===== config.mk =====
export PLATFORM = sky130hd
export DESIGN_NAME = pse_ctrl
export DESIGN_NICKNAME = d
export VERILOG_FILES = /design/src/rtl/core/pse_pkg.sv /design/src/rtl/core/pse_ctrl.sv
export SDC_FILE = /design/constraint.sdc
export NUM_CORES = 1
export LEC_CHECK = 0
export ABC_AREA = 1
export BUFFER_PORTS_ARGS = -buffer_cell sky130_fd_sc_hd__buf_2
export CORE_AREA = 2 2 39 41
export DETAILED_ROUTE_END_ITERATION = 7
export DIE_AREA = 0 0 41 43
export PLACE_DENSITY = 0.74
export RECOVER_POWER = 50
export SLEW_MARGIN = 20
export SYNTH_ARGS = -nofsm -noshare
export SYNTH_HDL_FRONTEND = slang
export SYNTH_SLANG_ARGS = --single-unit

===== constraint.sdc =====
create_clock -name clk_i -period 3.7 [get_ports clk_i]
set_input_delay 0.555 -clock clk_i [delete_from_list [all_inputs] [get_ports clk_i]]
set_output_delay 0.555 -clock clk_i [all_outputs]
set_load 0.01 [all_outputs]

===== src/rtl/core/pse_pkg.sv =====
`timescale 1ns / 1ps

package pse_pkg;

  localparam int SLOTS = 256;
  localparam int SLOT_AW = (SLOTS > 1) ? $clog2(SLOTS) : 1;
  typedef logic [SLOT_AW-1:0] slot_idx_t;

  // Reciprocal of 15 scaled by 2^34; combined with a right shift by two it
  // gives an exact floor division by 60 for magnitudes up to 2^31.
  localparam logic [30:0] DIV15_MAGIC = 31'd1145324613;
  localparam int DIV15_SHIFT = 34;

  localparam logic [4:0] DIV_LAST = 5'd31;

  typedef enum logic [1:0] {
    CMD_SPAWN = 2'd0,
    CMD_FORCE = 2'd1,
    CMD_TICK  = 2'd2,
    CMD_NOP   = 2'd3
  } cmd_e;

  typedef enum logic [1:0] {
    PH_RUN  = 2'd0,
    PH_FADE = 2'd1,
    PH_DEAD = 2'd2,
    PH_RSVD = 2'd3
  } phase_e;

  typedef enum logic [2:0] {
    REG_GRAV_X    = 3'd0,
    REG_GRAV_Y    = 3'd1,
    REG_GRAV_Z    = 3'd2,
    REG_LIFE      = 3'd3,
    REG_FADE_EN   = 3'd4,
    REG_FADE      = 3'd5,
    REG_ALPHA     = 3'd6,
    REG_UNUSED    = 3'd7
  } reg_e;

  typedef enum logic [1:0] {
    FEED_G = 2'd0,
    FEED_F = 2'd1,
    FEED_V = 2'd2
  } feed_e;

  typedef enum logic [3:0] {
    ST_CLEAR,
    ST_IDLE,
    ST_READ,
    ST_DIVG,
    ST_DIVF,
    ST_ACCG,
    ST_ACCF,
    ST_DIVV,
    ST_WAITV,
    ST_ACCP,
    ST_MULA,
    ST_DIVA,
    ST_WRITE
  } state_e;

  typedef struct packed {
    logic  clr;
    logic  ld;
    logic  load_work;
    feed_e feed;
    logic  acc_g;
    logic  acc_f;
    logic  acc_p;
    logic  mul_a;
    logic  div_step;
    logic  wr;
  } ctrl_cmd_t;

  typedef struct packed {
    logic is_tick;
    logic clr_last;
  } dp_status_t;

endpackage


===== src/rtl/core/pse_ctrl.sv =====
`timescale 1ns / 1ps

module pse_ctrl (
  input  logic                   clk_i,
  input  logic                   rst_ni,
  input  logic                   start_i,
  input  pse_pkg::dp_status_t    status_i,
  output pse_pkg::ctrl_cmd_t     cmd_o,
  output logic                   busy_o
);

  pse_pkg::state_e state_q, state_d;
  logic [4:0]      cnt_q, cnt_d;

  always_ff @(posedge clk_i or negedge rst_ni) begin
    if (!rst_ni) begin
      state_q <= pse_pkg::ST_CLEAR;
      cnt_q   <= '0;
    end else begin
      state_q <= state_d;
      cnt_q   <= cnt_d;
    end
  end

  always_comb begin
    state_d = state_q;
    cnt_d   = cnt_q;
    cmd_o   = '0;
    cmd_o.feed = pse_pkg::FEED_G;
    busy_o  = 1'b1;
    unique case (state_q)
      pse_pkg::ST_CLEAR: begin
        cmd_o.clr = 1'b1;
        if (status_i.clr_last) begin
          state_d = pse_pkg::ST_IDLE;
        end
      end
      pse_pkg::ST_IDLE: begin
        busy_o = 1'b0;
        if (start_i) begin
          cmd_o.ld = 1'b1;
          state_d  = pse_pkg::ST_READ;
        end
      end
      pse_pkg::ST_READ: begin
        cmd_o.load_work = 1'b1;
        state_d = status_i.is_tick ? pse_pkg::ST_DIVG : pse_pkg::ST_WRITE;
      end
      pse_pkg::ST_DIVG: begin
        cmd_o.feed = pse_pkg::FEED_G;
        state_d    = pse_pkg::ST_DIVF;
      end
      pse_pkg::ST_DIVF: begin
        cmd_o.feed = pse_pkg::FEED_F;
        state_d    = pse_pkg::ST_ACCG;
      end
      pse_pkg::ST_ACCG: begin
        cmd_o.acc_g = 1'b1;
        state_d     = pse_pkg::ST_ACCF;
      end
      pse_pkg::ST_ACCF: begin
        cmd_o.acc_f = 1'b1;
        state_d     = pse_pkg::ST_DIVV;
      end
      pse_pkg::ST_DIVV: begin
        cmd_o.feed = pse_pkg::FEED_V;
        state_d    = pse_pkg::ST_WAITV;
      end
      pse_pkg::ST_WAITV: begin
        state_d = pse_pkg::ST_ACCP;
      end
      pse_pkg::ST_ACCP: begin
        cmd_o.acc_p = 1'b1;
        state_d     = pse_pkg::ST_MULA;
      end
      pse_pkg::ST_MULA: begin
        cmd_o.mul_a = 1'b1;
        cnt_d       = '0;
        state_d     = pse_pkg::ST_DIVA;
      end
      pse_pkg::ST_DIVA: begin
        cmd_o.div_step = 1'b1;
        cnt_d          = cnt_q + 5'd1;
        if (cnt_q == pse_pkg::DIV_LAST) begin
          state_d = pse_pkg::ST_WRITE;
        end
      end
      pse_pkg::ST_WRITE: begin
        cmd_o.wr = 1'b1;
        state_d  = pse_pkg::ST_IDLE;
      end
      default: begin
        state_d = pse_pkg::ST_IDLE;
      end
    endcase
  end

endmodule


---- Yosys cells after proc, flatten, opt, wreduce, memory -nomap -nowiden ----
Index checks and enable logic that the tools add are counted.
W data, S select, Z words.
word-level totals
  register bits after elaboration ......... 9
  word-level logic and storage cells ...... 40
  output and inout bits ................... 12
  input bits .............................. 5
operators by class
  reductions and logical operators ........ 3
  multiplexer cells ....................... 18
  equal/unequal tests ..................... 16
  add/subtract/negate cells ............... 1
operators with widths
  cell                   number
  $pmux W4 S12           1
  $eq A4 B4 Y1 const B   5
  $eq A4 B3 Y1 const B   4
  $mux W4                4
  $mux W1                11
  $pmux W5 S2            1
  $eq A4 B2 Y1 const B   2
  $ne A2 B2 Y1 const B   3
  $add A5 B1 Y5 const B  1
  $eq A5 B5 Y1 const B   1
  $eq A4 B1 Y1 const B   1
  $logic_not A4 Y1       1
  $pmux W2 S2            1
  $reduce_and A3 Y1      1
  $reduce_bool A2 Y1     1

---- Logic depth before layout (Yosys ltp) ----
Gate-level depths: netlist of run 1.
  depth in word-level cells ............... 3
  mapped depth ............................ 10
  mapped depth without buffers ............ 10

---- Worst setup path after synthesis of run 1 ----
No wires, ideal clock.
  path type ............................... reg2out
  start point ............................. reg state_q[3]
  end point ............................... out cmd_o[9] in the netlist's numbering
  cell stages (with the launch flop) ...... 4
  setup slack ............................. 2.237 ns
  buffers on the path ..................... 0
  required time ........................... 3.145 ns
  arrival ................................. 0.908 ns
  cell sequence ........................... dfrtp_1 > nor2_2 > nand3_2 > nor2_1
RTL lines
  item                      line            text
  start: declaration        pse_ctrl.sv:12  pse_pkg::state_e state_q, state_d;
  start signal: assignment  pse_ctrl.sv:17  state_q <= pse_pkg::ST_CLEAR;
  start signal: assignment  pse_ctrl.sv:20  state_q <= state_d;
  end: declaration          pse_ctrl.sv:8   output pse_pkg::ctrl_cmd_t cmd_o,

==> flow_metrics.env, run 1 <==
export IMPL_status="finished, final reports clean"
export IMPL_placeableCoreArea_mm2=0.00138
export IMPL_slew_limit_headroom=0.684
export IMPL_critPathKind="register to primary output"
export IMPL_antenna_cells=0
export IMPL_grt_usage=0.163
export IMPL_cap_violations=0
export IMPL_die_h_um=43
export IMPL_cts_max_level=1
export IMPL_cts_tree="yes"
export IMPL_synthTopCellsByArea="dfrtp_1, nand2_1, nor2_1"
export IMPL_wl_per_cell_um=9.49
export IMPL_synth_most_common_cell="nand2_1"
export IMPL_setup_viol=0
export IMPL_dieArea_mm2=0.00176
export IMPL_yosys_warnings=0
export IMPL_drt_iter0_markers=7
export IMPL_gr_total_overflow=0
export IMPL_synth_top_area_share=0.380
export IMPL_grt_pass1_wl_mm=1.96
export IMPL_synth_seq_area_share=0.380
export IMPL_cp_max_fo=7
export IMPL_dr_pass1_iters=4
export IMPL_fin_skew_ns=0.00378
export IMPL_clk_pin_slew_ns=0.06
export IMPL_cts_root_buffer="clkbuf_4"
export IMPL_antenna_found_initial=0
export IMPL_worst_slack_ns=1.87
export IMPL_post_cts_resized=0
export IMPL_post_dp_hpwl_um=985
export IMPL_grt_max_degree=10
export IMPL_p_leak_nw=0.424
export IMPL_rr_worst_depth=9
export IMPL_area_delta_synth_final_pct=20.3
export IMPL_synth_edf_count=0
export IMPL_nFillCells=131
export IMPL_cts_setup_buffers=0
export IMPL_grt_pass1_vias=501
export IMPL_drv_slew=0
export IMPL_ios=17
export IMPL_powerDensity_mw_per_mm2=721
export IMPL_fin_tns_setup_ns=0
export IMPL_vdd_drop_max_uv=320
export IMPL_die_x_um=41
export IMPL_avgSynthCellArea_um2=6.74
export IMPL_syn_cell_area_um2=593
export IMPL_antenna_left=0
export IMPL_tightest_slew_ns=0.474
export IMPL_drive_above_1_share=0.204
export IMPL_min_period_over_period=0.493
export IMPL_clk_insertion_delay_late_ns=0.26
export IMPL_fmaxAchievable_ghz=0.548
export IMPL_cp_start_kind="register"
export IMPL_netlist_instances=88
export IMPL_synthTopCellsByCount="nand2_1, nor2_1, inv_1"
export IMPL_num_vias=583
export IMPL_syn_num_nets=95
export IMPL_clock_sinks=9
export IMPL_pre_cts_ws_ns=2.16
export IMPL_synth_largest_area_cell="dfrtp_1"
export IMPL_start_util=0.429
export IMPL_arrival_ns=1.27
export IMPL_ys_types=17
export IMPL_port_buffers=16
export IMPL_clockBufferDepth=2
export IMPL_async_reset_ff_frac=1.00
export IMPL_end_kind="primary output"
export IMPL_grt_setup_unrepaired="false"
export IMPL_vias_per_cell=4.70
export IMPL_worstPathRequired_ns=3.14
export IMPL_place_gp_congestion=0.739
export IMPL_synth_ff_type="dfrtp_1"
export IMPL_nets=116
export IMPL_hold_class="primary input to async pin"
export IMPL_ys_ff_latch=9
export IMPL_drc=0
export IMPL_period_minus_slack_ns=1.83
export IMPL_numCtsBuffers=3
export IMPL_postRouteWirelength_mm=1.18
export IMPL_hold_viol=0
export IMPL_num_rows=14
export IMPL_cts_hold_buffers=0
cell type report:
type,instances,area [um2],area share
Inverter,15,56.3,0.0789
Sequential cell,9,225,0.316
Clock buffer,4,26.3,0.0368
Multi-Input combinational cell,64,307,0.430
Tap cell,16,20.0,0.0281
Timing Repair Buffer,16,78.8,0.111
power breakdown:
| group | internal, W | switching (W) | leakage [nW] |
|---|---|---|---|
| combinational | 0.0000988 | 0.000170 | 0.291 |
| clock | 0.0000415 | 0.0000334 | 0.0150 |
| sequential | 0.000129 | 0.0000413 | 0.118 |
state kept, by name (all words and copies together) (netlist names):
name,cells
cnt_q,5
state_q,4
logic make-up (layout without fill, tap and decap cells):
kind of cell | Yosys count | in the layout | synth area share
buffers and inverters | 15 | 35 | 0.0949
xor gates and xnor gates | 1 | 1 | 0.0148
DFF | 9 | 9 | 0.380
AOI/OAI and AO/OA | 8 | 8 | 0.0844
and+or+nand+nor | 53 | 53 | 0.384
adders and majority gates | 2 | 2 | 0.0422
path summary, 6_finish.rpt:
kind | startpoint | to | slack (ns)
setup / recovery | state_q[1] | cmd_o[6] | 1.87
hold / removal | rst_ni | cnt_q[2] | 0.22
setup reg to reg | cnt_q[0] | state_q[2] | 2.18
hold reg to reg | cnt_q[4] | cnt_q[4] | 0.51
max in group asynchronous | rst_ni | state_q[3] | 3.16
min in group clk_i | cnt_q[4] | cnt_q[4] | 0.51
per-stage QoR:
| stage | utilization | area, um2 | power, W | cells | hold slack [ns] |
|---|---|---|---|---|---|
| final | 0.515 | 713 | 0.000514 | 124 | 0.220 |
| after floorplan | - | 593 | 0.000371 | 88 | 0.259 |
| after global routing | 0.515 | 713 | 0.000569 | 124 | 0.255 |
| after detailed placement | 0.501 | 693 | 0.000450 | 120 | 0.414 |
| after global placement | 0.501 | 693 | 0.000445 | 120 | 0.411 |
| after CTS | 0.520 | 719 | 0.000527 | 124 | 0.131 |
per-layer routing:
| metal | vias to the layer above | track usage | part of all wire |
|---|---|---|---|
| met2 | 17 | 0.241 | 0.48 |
| met5 | - | 0 | 0 |
| met4 | 0 | 0.0800 | 0 |
| li1 | 313 | - | - |
| met3 | 0 | 0.0471 | 0.059 |
| met1 | 253 | 0.208 | 0.46 |
placed cells by master, fill, tap and decap left out:
cell type / count
inv_1: 12
ha_1: 2
nand3_1: 5
and2_1: 1
a21oi_1: 1
o31ai_1: 1
buf_2: 15
nor2_1: 18
nand2_1: 25
nor2_2: 1
clkbuf_4: 3
clkinv_1: 1
nand3b_1: 1
a22o_1: 2
nand3_2: 1
xor2_1: 1
nand4_1: 1
clkbuf_1: 2
dfrtp_1: 9
o21ai_0: 4
inv_2: 2
critical path, cell delays in order (launching register included):
cell and delay [ns]:
dfrtp_1 0.45, nor2_1 0.24, inv_1 0.10, nor2_1 0.10, buf_2 0.13
(Power assumes the default switching activity.)
==> run 2, diff against run 1 <==
Clock period 3.7 ns to 1.9 ns, I/O delays scaled along.
==> flow_metrics.env, run 2 (synthesis results as in run 1) <==
export IMPL_gr_total_overflow=0
export IMPL_status="finished, final reports clean"
export IMPL_cts_hold_buffers=1
export IMPL_path_delay_family="flip-flops"
export IMPL_hold_path_cell_count=4
export IMPL_numCtsBuffers=3
export IMPL_min_period_over_period=0.816
export IMPL_grt_setup_unrepaired="false"
export IMPL_p_leak_nw=0.430
export IMPL_grt_pass1_vias=477
export IMPL_powerDensity_mw_per_mm2=1390
export IMPL_grt_pass1_wl_mm=1.89
export IMPL_vias_per_cell=4.65
export IMPL_top_register="cnt_q"
export IMPL_post_dp_hpwl_um=947
export IMPL_min_delay_start="start_i"
export IMPL_slew_limit_headroom=0.687
export IMPL_cap_violations=0
export IMPL_top_regs="cnt_q: 5 flops, state_q: 4 flops"
export IMPL_wl_per_cell_um=9.27
export IMPL_period_minus_slack_ns=1.55
export IMPL_crit_chain="nor2_1 > inv_1 > nor2_1 > buf_2"
export IMPL_hold_class="primary input to register"
export IMPL_antenna_cells=0
export IMPL_rr_worst_depth=9
export IMPL_cp_max_fo=7
export IMPL_clk_insertion_delay_late_ns=0.25
export IMPL_port_buffers=16
export IMPL_crit_cells=4
export IMPL_min_to="state_q[0]"
export IMPL_postRouteWirelength_mm=1.16
export IMPL_place_gp_congestion=0.752
export IMPL_final_cell_mix="nand2_1, nor2_1, buf_2"
export IMPL_r2r_slack_ns=0.45
export IMPL_critPathKind="register to primary output"
export IMPL_rr_endpoint="state_q[2]"
export IMPL_cts_setup_buffers=0
export IMPL_vdd_drop_max_uv=714
export IMPL_num_vias=581
export IMPL_drt_iter0_markers=12
export IMPL_drc=0
export IMPL_r2r_start="cnt_q[0]"
export IMPL_dr_pass1_iters=2
export IMPL_crit_path_max_incr_delay_ns=0.44
export IMPL_num_rows=14
export IMPL_die_h_um=43
export IMPL_post_cts_resized=0
export IMPL_slowest_stage="dfrtp_1"
export IMPL_largest_reg_flops=5
export IMPL_placeableCoreArea_mm2=0.00138
export IMPL_grt_usage=0.155
export IMPL_grt_max_degree=10
export IMPL_post_dp_cell_area_um2=693
export IMPL_final_common_cell="nand2_1"
export IMPL_arrival_ns=1.26
export IMPL_hold_viol=0
export IMPL_antenna_left=0
export IMPL_die_x_um=41
export IMPL_clk_pin_slew_ns=0.06
export IMPL_fin_skew_ns=0.00251
export IMPL_stdcell_area_um2=723
export IMPL_antenna_found_initial=0
export IMPL_worstPathRequired_ns=1.62
export IMPL_finalPower_w=0.00100
export IMPL_clockBufferDepth=2
export IMPL_hold_ws_ns=0.332
export IMPL_fmaxAchievable_ghz=0.645
export IMPL_start_util=0.429
export IMPL_clock_sinks=9
export IMPL_cts_max_level=1
export IMPL_cts_root_buffer="clkbuf_4"
export IMPL_nets=117
export IMPL_cts_tree="yes"
export IMPL_dieArea_mm2=0.00176
export IMPL_drive_above_1_share=0.202
export IMPL_tightest_slew_ns=0.470
export IMPL_area_delta_synth_final_pct=21.9
export IMPL_drv_slew=0
export IMPL_end_kind="primary output"
export IMPL_setup_viol=0
export IMPL_ios=17
export IMPL_cp_num_buf_inv=2
export IMPL_finish_utilization=0.523
export IMPL_critPathMostFrequentCell="nor2_1"
export IMPL_fin_tns_setup_ns=0
export IMPL_cp_start_kind="register"
[run 2: changes by cell type in the layout (fill, tap and decap cells not counted)]
cell	change
clkinv_1	-1
dlygate4sd3_1	+1
inv_1	+1
[run 2: stage by stage]
step	instances	setup slack [ns]
after floorplan	88	0.548
after global placement	120	0.506
after detailed placement	120	0.452
after CTS	125	0.335
after global routing	125	0.251
final	125	0.351
[run 2: routing by layer]
layer  wire (um)  track usage  up-vias
met5           0            0        -
met3          65       0.0471        2
met4          10       0.0400        0
met2         516        0.238       15
met1         566        0.206      248
li1            -            -      316
[run 2: worst max-delay path by stage]
stage / from / end / slack [ns]
3_3_place_gp: cnt_q[0] / state_q[2] / 0.51
5_1_grt: state_q[1] / cmd_o[6] / 0.25
2_1_floorplan: cnt_q[0] / state_q[2] / 0.55
4_1_cts: state_q[1] / cmd_o[6] / 0.34
6_report: state_q[1] / cmd_o[6] / 0.35
3_5_place_dp: cnt_q[0] / state_q[2] / 0.45
[run 2: power breakdown]
part	leakage (nW)	internal, W	switching (W)
registers	0.118	0.000251	0.0000797
logic	0.297	0.000193	0.000334
clock network	0.0150	0.0000808	0.0000645
[run 2: area by class of cell]
cell class                      instances  area (um2)
Sequential cell                         9         225
Tap cell                               16        20.0
Clock buffer                            4        26.3
Fill cell                             133         661
Inverter                               15        56.3
Timing Repair Buffer                   17        88.8
Multi-Input combinational cell         64         307
[run 2: tightest hold or removal path, stage by stage]
cell and delay (ns):
buf_2 0.09, o21ai_0 0.08, inv_1 0.05, nand2_1 0.04
==> run 3, diff against run 2 <==
Settings changed: ABC_AREA 1 to 0, CORE_AREA 2 2 39 41 to default, CORE_MARGIN from default to 2, CORE_UTILIZATION from default to 44, DIE_AREA 0 0 41 43 to default, PLACE_DENSITY 0.74 to 0.75.
Clock period 1.9 ns to 1.4 ns, I/O delays scaled along.
==> flow_metrics.env, run 3 <==
export IMPL_arrival_ns=1.74
export IMPL_hold_viol=0
export IMPL_clk_pin_slew_ns=0.06
export IMPL_worst_slack_ns=-0.195
export IMPL_slowest_stage="dfrtp_1"
export IMPL_setup_viol=14
export IMPL_min_period_over_period=1.14
export IMPL_vias_per_cell=5.60
export IMPL_fmaxAchievable_ghz=0.627
export IMPL_numCtsBuffers=3
export IMPL_synth_ff_type="dfrtp_1"
export IMPL_synthTopCellsByCount="dfrtp_1, nor2_1, nand2_1"
export IMPL_clock_sinks=9
export IMPL_synth_edf_count=0
export IMPL_dp_cells=107
export IMPL_worstPathRequired_ns=1.55
export IMPL_avgSynthCellArea_um2=8.83
export IMPL_ios=17
export IMPL_largest_reg_flops=5
export IMPL_fin_skew_ns=0.00305
export IMPL_cp_max_fo=3
export IMPL_antenna_cells=0
export IMPL_dr_pass1_iters=4
export IMPL_num_rows=13
export IMPL_period_minus_slack_ns=1.60
export IMPL_synth_most_common_cell="dfrtp_1"
export IMPL_cp_start_kind="register"
export IMPL_violations="setup timing"
export IMPL_die_x_um=41.7
export IMPL_post_dp_hpwl_mm=1.10
export IMPL_start_util=0.476
export IMPL_grt_setup_unrepaired="true"
export IMPL_drc=0
export IMPL_crit_chain="ha_2 > and3_4 > ha_4 > and4b_1 > nor3_2 > a32o_1"
export IMPL_synth_compound_area_frac=0.168
export IMPL_dieArea_mm2=0.00174
export IMPL_clockBufferDepth=2
export IMPL_finalPower_w=0.00222
export IMPL_cts_max_level=1
export IMPL_wl_per_cell_um=16.9
export IMPL_netlist_instances=71
export IMPL_place_gp_congestion=0.743
export IMPL_p_leak_nw=0.524
export IMPL_clk_insertion_delay_late_ns=0.26
export IMPL_crit_path_max_incr_delay_ns=0.38
export IMPL_num_vias=723
export IMPL_nets=122
export IMPL_postRouteWirelength_mm=2.18
export IMPL_final_common_cell="buf_4"
export IMPL_synthMuxAreaShare=0.0180
export IMPL_cp_num_buf_inv=0
export IMPL_syn_cell_area_um2=627
export IMPL_ys_ff_latch=9
export IMPL_cts_tree="yes"
export IMPL_drt_iter0_markers=14
export IMPL_drv_slew=0
export IMPL_synth_seq_area_share=0.359
export IMPL_synthXorXnorAreaFrac=0.0140
export IMPL_end_kind="register"
export IMPL_slew_limit_headroom=0.661
export IMPL_critPathKind="register to register"
export IMPL_crit_cells=6
export IMPL_top_register="cnt_q"
export IMPL_top_regs="cnt_q: 5 flops, state_q: 4 flops"
export IMPL_port_buffers=16
export IMPL_synth_adder_area_share=0.0399
export IMPL_synth_top_family_by_area="simple AND/OR/NAND/NOR gates"
export IMPL_cts_root_buffer="clkbuf_4"
export IMPL_finish_utilization=0.820
export IMPL_area_delta_synth_final_pct=72.3
export IMPL_synth_largest_area_cell="dfrtp_1"
export IMPL_grt_pass1_wl_mm=3.21
export IMPL_hold_path_cell_count=3
export IMPL_grt_usage=0.245
export IMPL_syn_num_nets=78
export IMPL_path_delay_family="simple AND/OR/NAND/NOR gates"
export IMPL_async_reset_ff_frac=1.00
export IMPL_antenna_found_initial=0
export IMPL_status="finished, violations left"
export IMPL_placeableCoreArea_mm2=0.00132
export IMPL_hold_class="primary input to register"
export IMPL_powerDensity_mw_per_mm2=2060
export IMPL_synth_top_area_share=0.359
export IMPL_yosys_warnings=0
export IMPL_drive_above_1_share=0.623
export IMPL_rr_worst_depth=6
export IMPL_cap_violations=0
export IMPL_nFillCells=83
export IMPL_grt_pass1_vias=679
export IMPL_fin_cells=129
export IMPL_vdd_drop_max_uv=1100
export IMPL_synthSimpleGateAreaFrac=0.325
export IMPL_gr_total_overflow=0
export IMPL_antenna_left=0
export IMPL_die_h_um=41.7
export IMPL_ys_types=30
export IMPL_synthTopCellsByArea="dfrtp_1, nor2_1, a22o_1"
export IMPL_final_cell_mix="buf_4, buf_2, buf_6"
export IMPL_tightest_slew_ns=0.508
export IMPL_grt_max_degree=11
run 3: cell count changes after synthesis, sizes merged, moves of 3 or more:
cell,change
nor2b,+4
nand3,-5
buf,+5
inv,-12
nand2b,+3
nor2,-11
nand2,-19
nor3,+6
run 3: tightest hold or removal path, delay by kind of cell:
family	cells	cell delay [ns]
buf+inv	2	0.15
compound gates	1	0.08
run 3: kinds of logic (layout without fill, tap and decap cells):
logic type	count (synthesis)	count (layout)
compound gates	14	14
xor+xnor	1	1
fa+ha+maj	2	2
buf+inv	8	51
flops	9	9
mux	1	1
simple gates	36	36
run 3: what timing repair did:
action,in CTS,in global routing
setup buffers,12,6
hold buffers,1,0
resized for setup,24,13
pin swaps,4,7
setup endpoints to repair,15,17
endpoints found under the hold margin,9,0
run 3: metrics by stage:
step / TNS [ns] / cell area [um2] / setup WS (ns) / hold WS, ns
2_1_floorplan: -0.132 / 647 / -0.109 / -0.0856
3_3_place_gp: -0.120 / 785 / -0.100 / 0.0673
3_5_place_dp: -0.265 / 785 / -0.132 / 0.0707
4_1_cts: -0.646 / 996 / -0.140 / 0.212
5_1_grt: -2.28 / 1080 / -0.245 / 0.221
6_report: -1.32 / 1080 / -0.195 / 0.215
run 3: layout make-up:
cell class / instances / area [um2] / share of cell area
tap: 15 / 18.8 / 0.0174
sequential: 9 / 230 / 0.213
timing repair buffer: 44 / 335 / 0.311
clock buffer: 4 / 26.3 / 0.0243
multi-input combinational: 54 / 455 / 0.422
inverter: 3 / 13.8 / 0.0127
run 3: metal layers:
layer	vias up	wire, um	GRT usage
met5	-	0	0
met4	0	36	0.110
met3	4	97	0.0739
met2	22	1190	0.425
met1	358	853	0.272
li1	339	-	-
run 3: final timing paths:
path	startpoint	endpoint	slack (ns)
worst max-delay path	cnt_q[1]	state_q[1]	-0.20
worst min-delay path	status_i[0]	state_q[0]	0.21
worst max register to register	cnt_q[1]	state_q[1]	-0.20
worst min register to register	cnt_q[4]	cnt_q[4]	0.58
max in group asynchronous	rst_ni	state_q[3]	0.61
min in group asynchronous	rst_ni	cnt_q[2]	0.42
run 3: where the power goes:
| group | total (W) | internal [W] | leakage (nW) | switching (W) |
|---|---|---|---|---|
| combinational | 0.00152 | 0.000833 | 0.395 | 0.000687 |
| clock | 0.000201 | 0.000110 | 0.0150 | 0.0000907 |
| sequential | 0.000499 | 0.000348 | 0.114 | 0.000151 |
| total | 0.00222 | 0.00129 | 0.524 | 0.000928 |
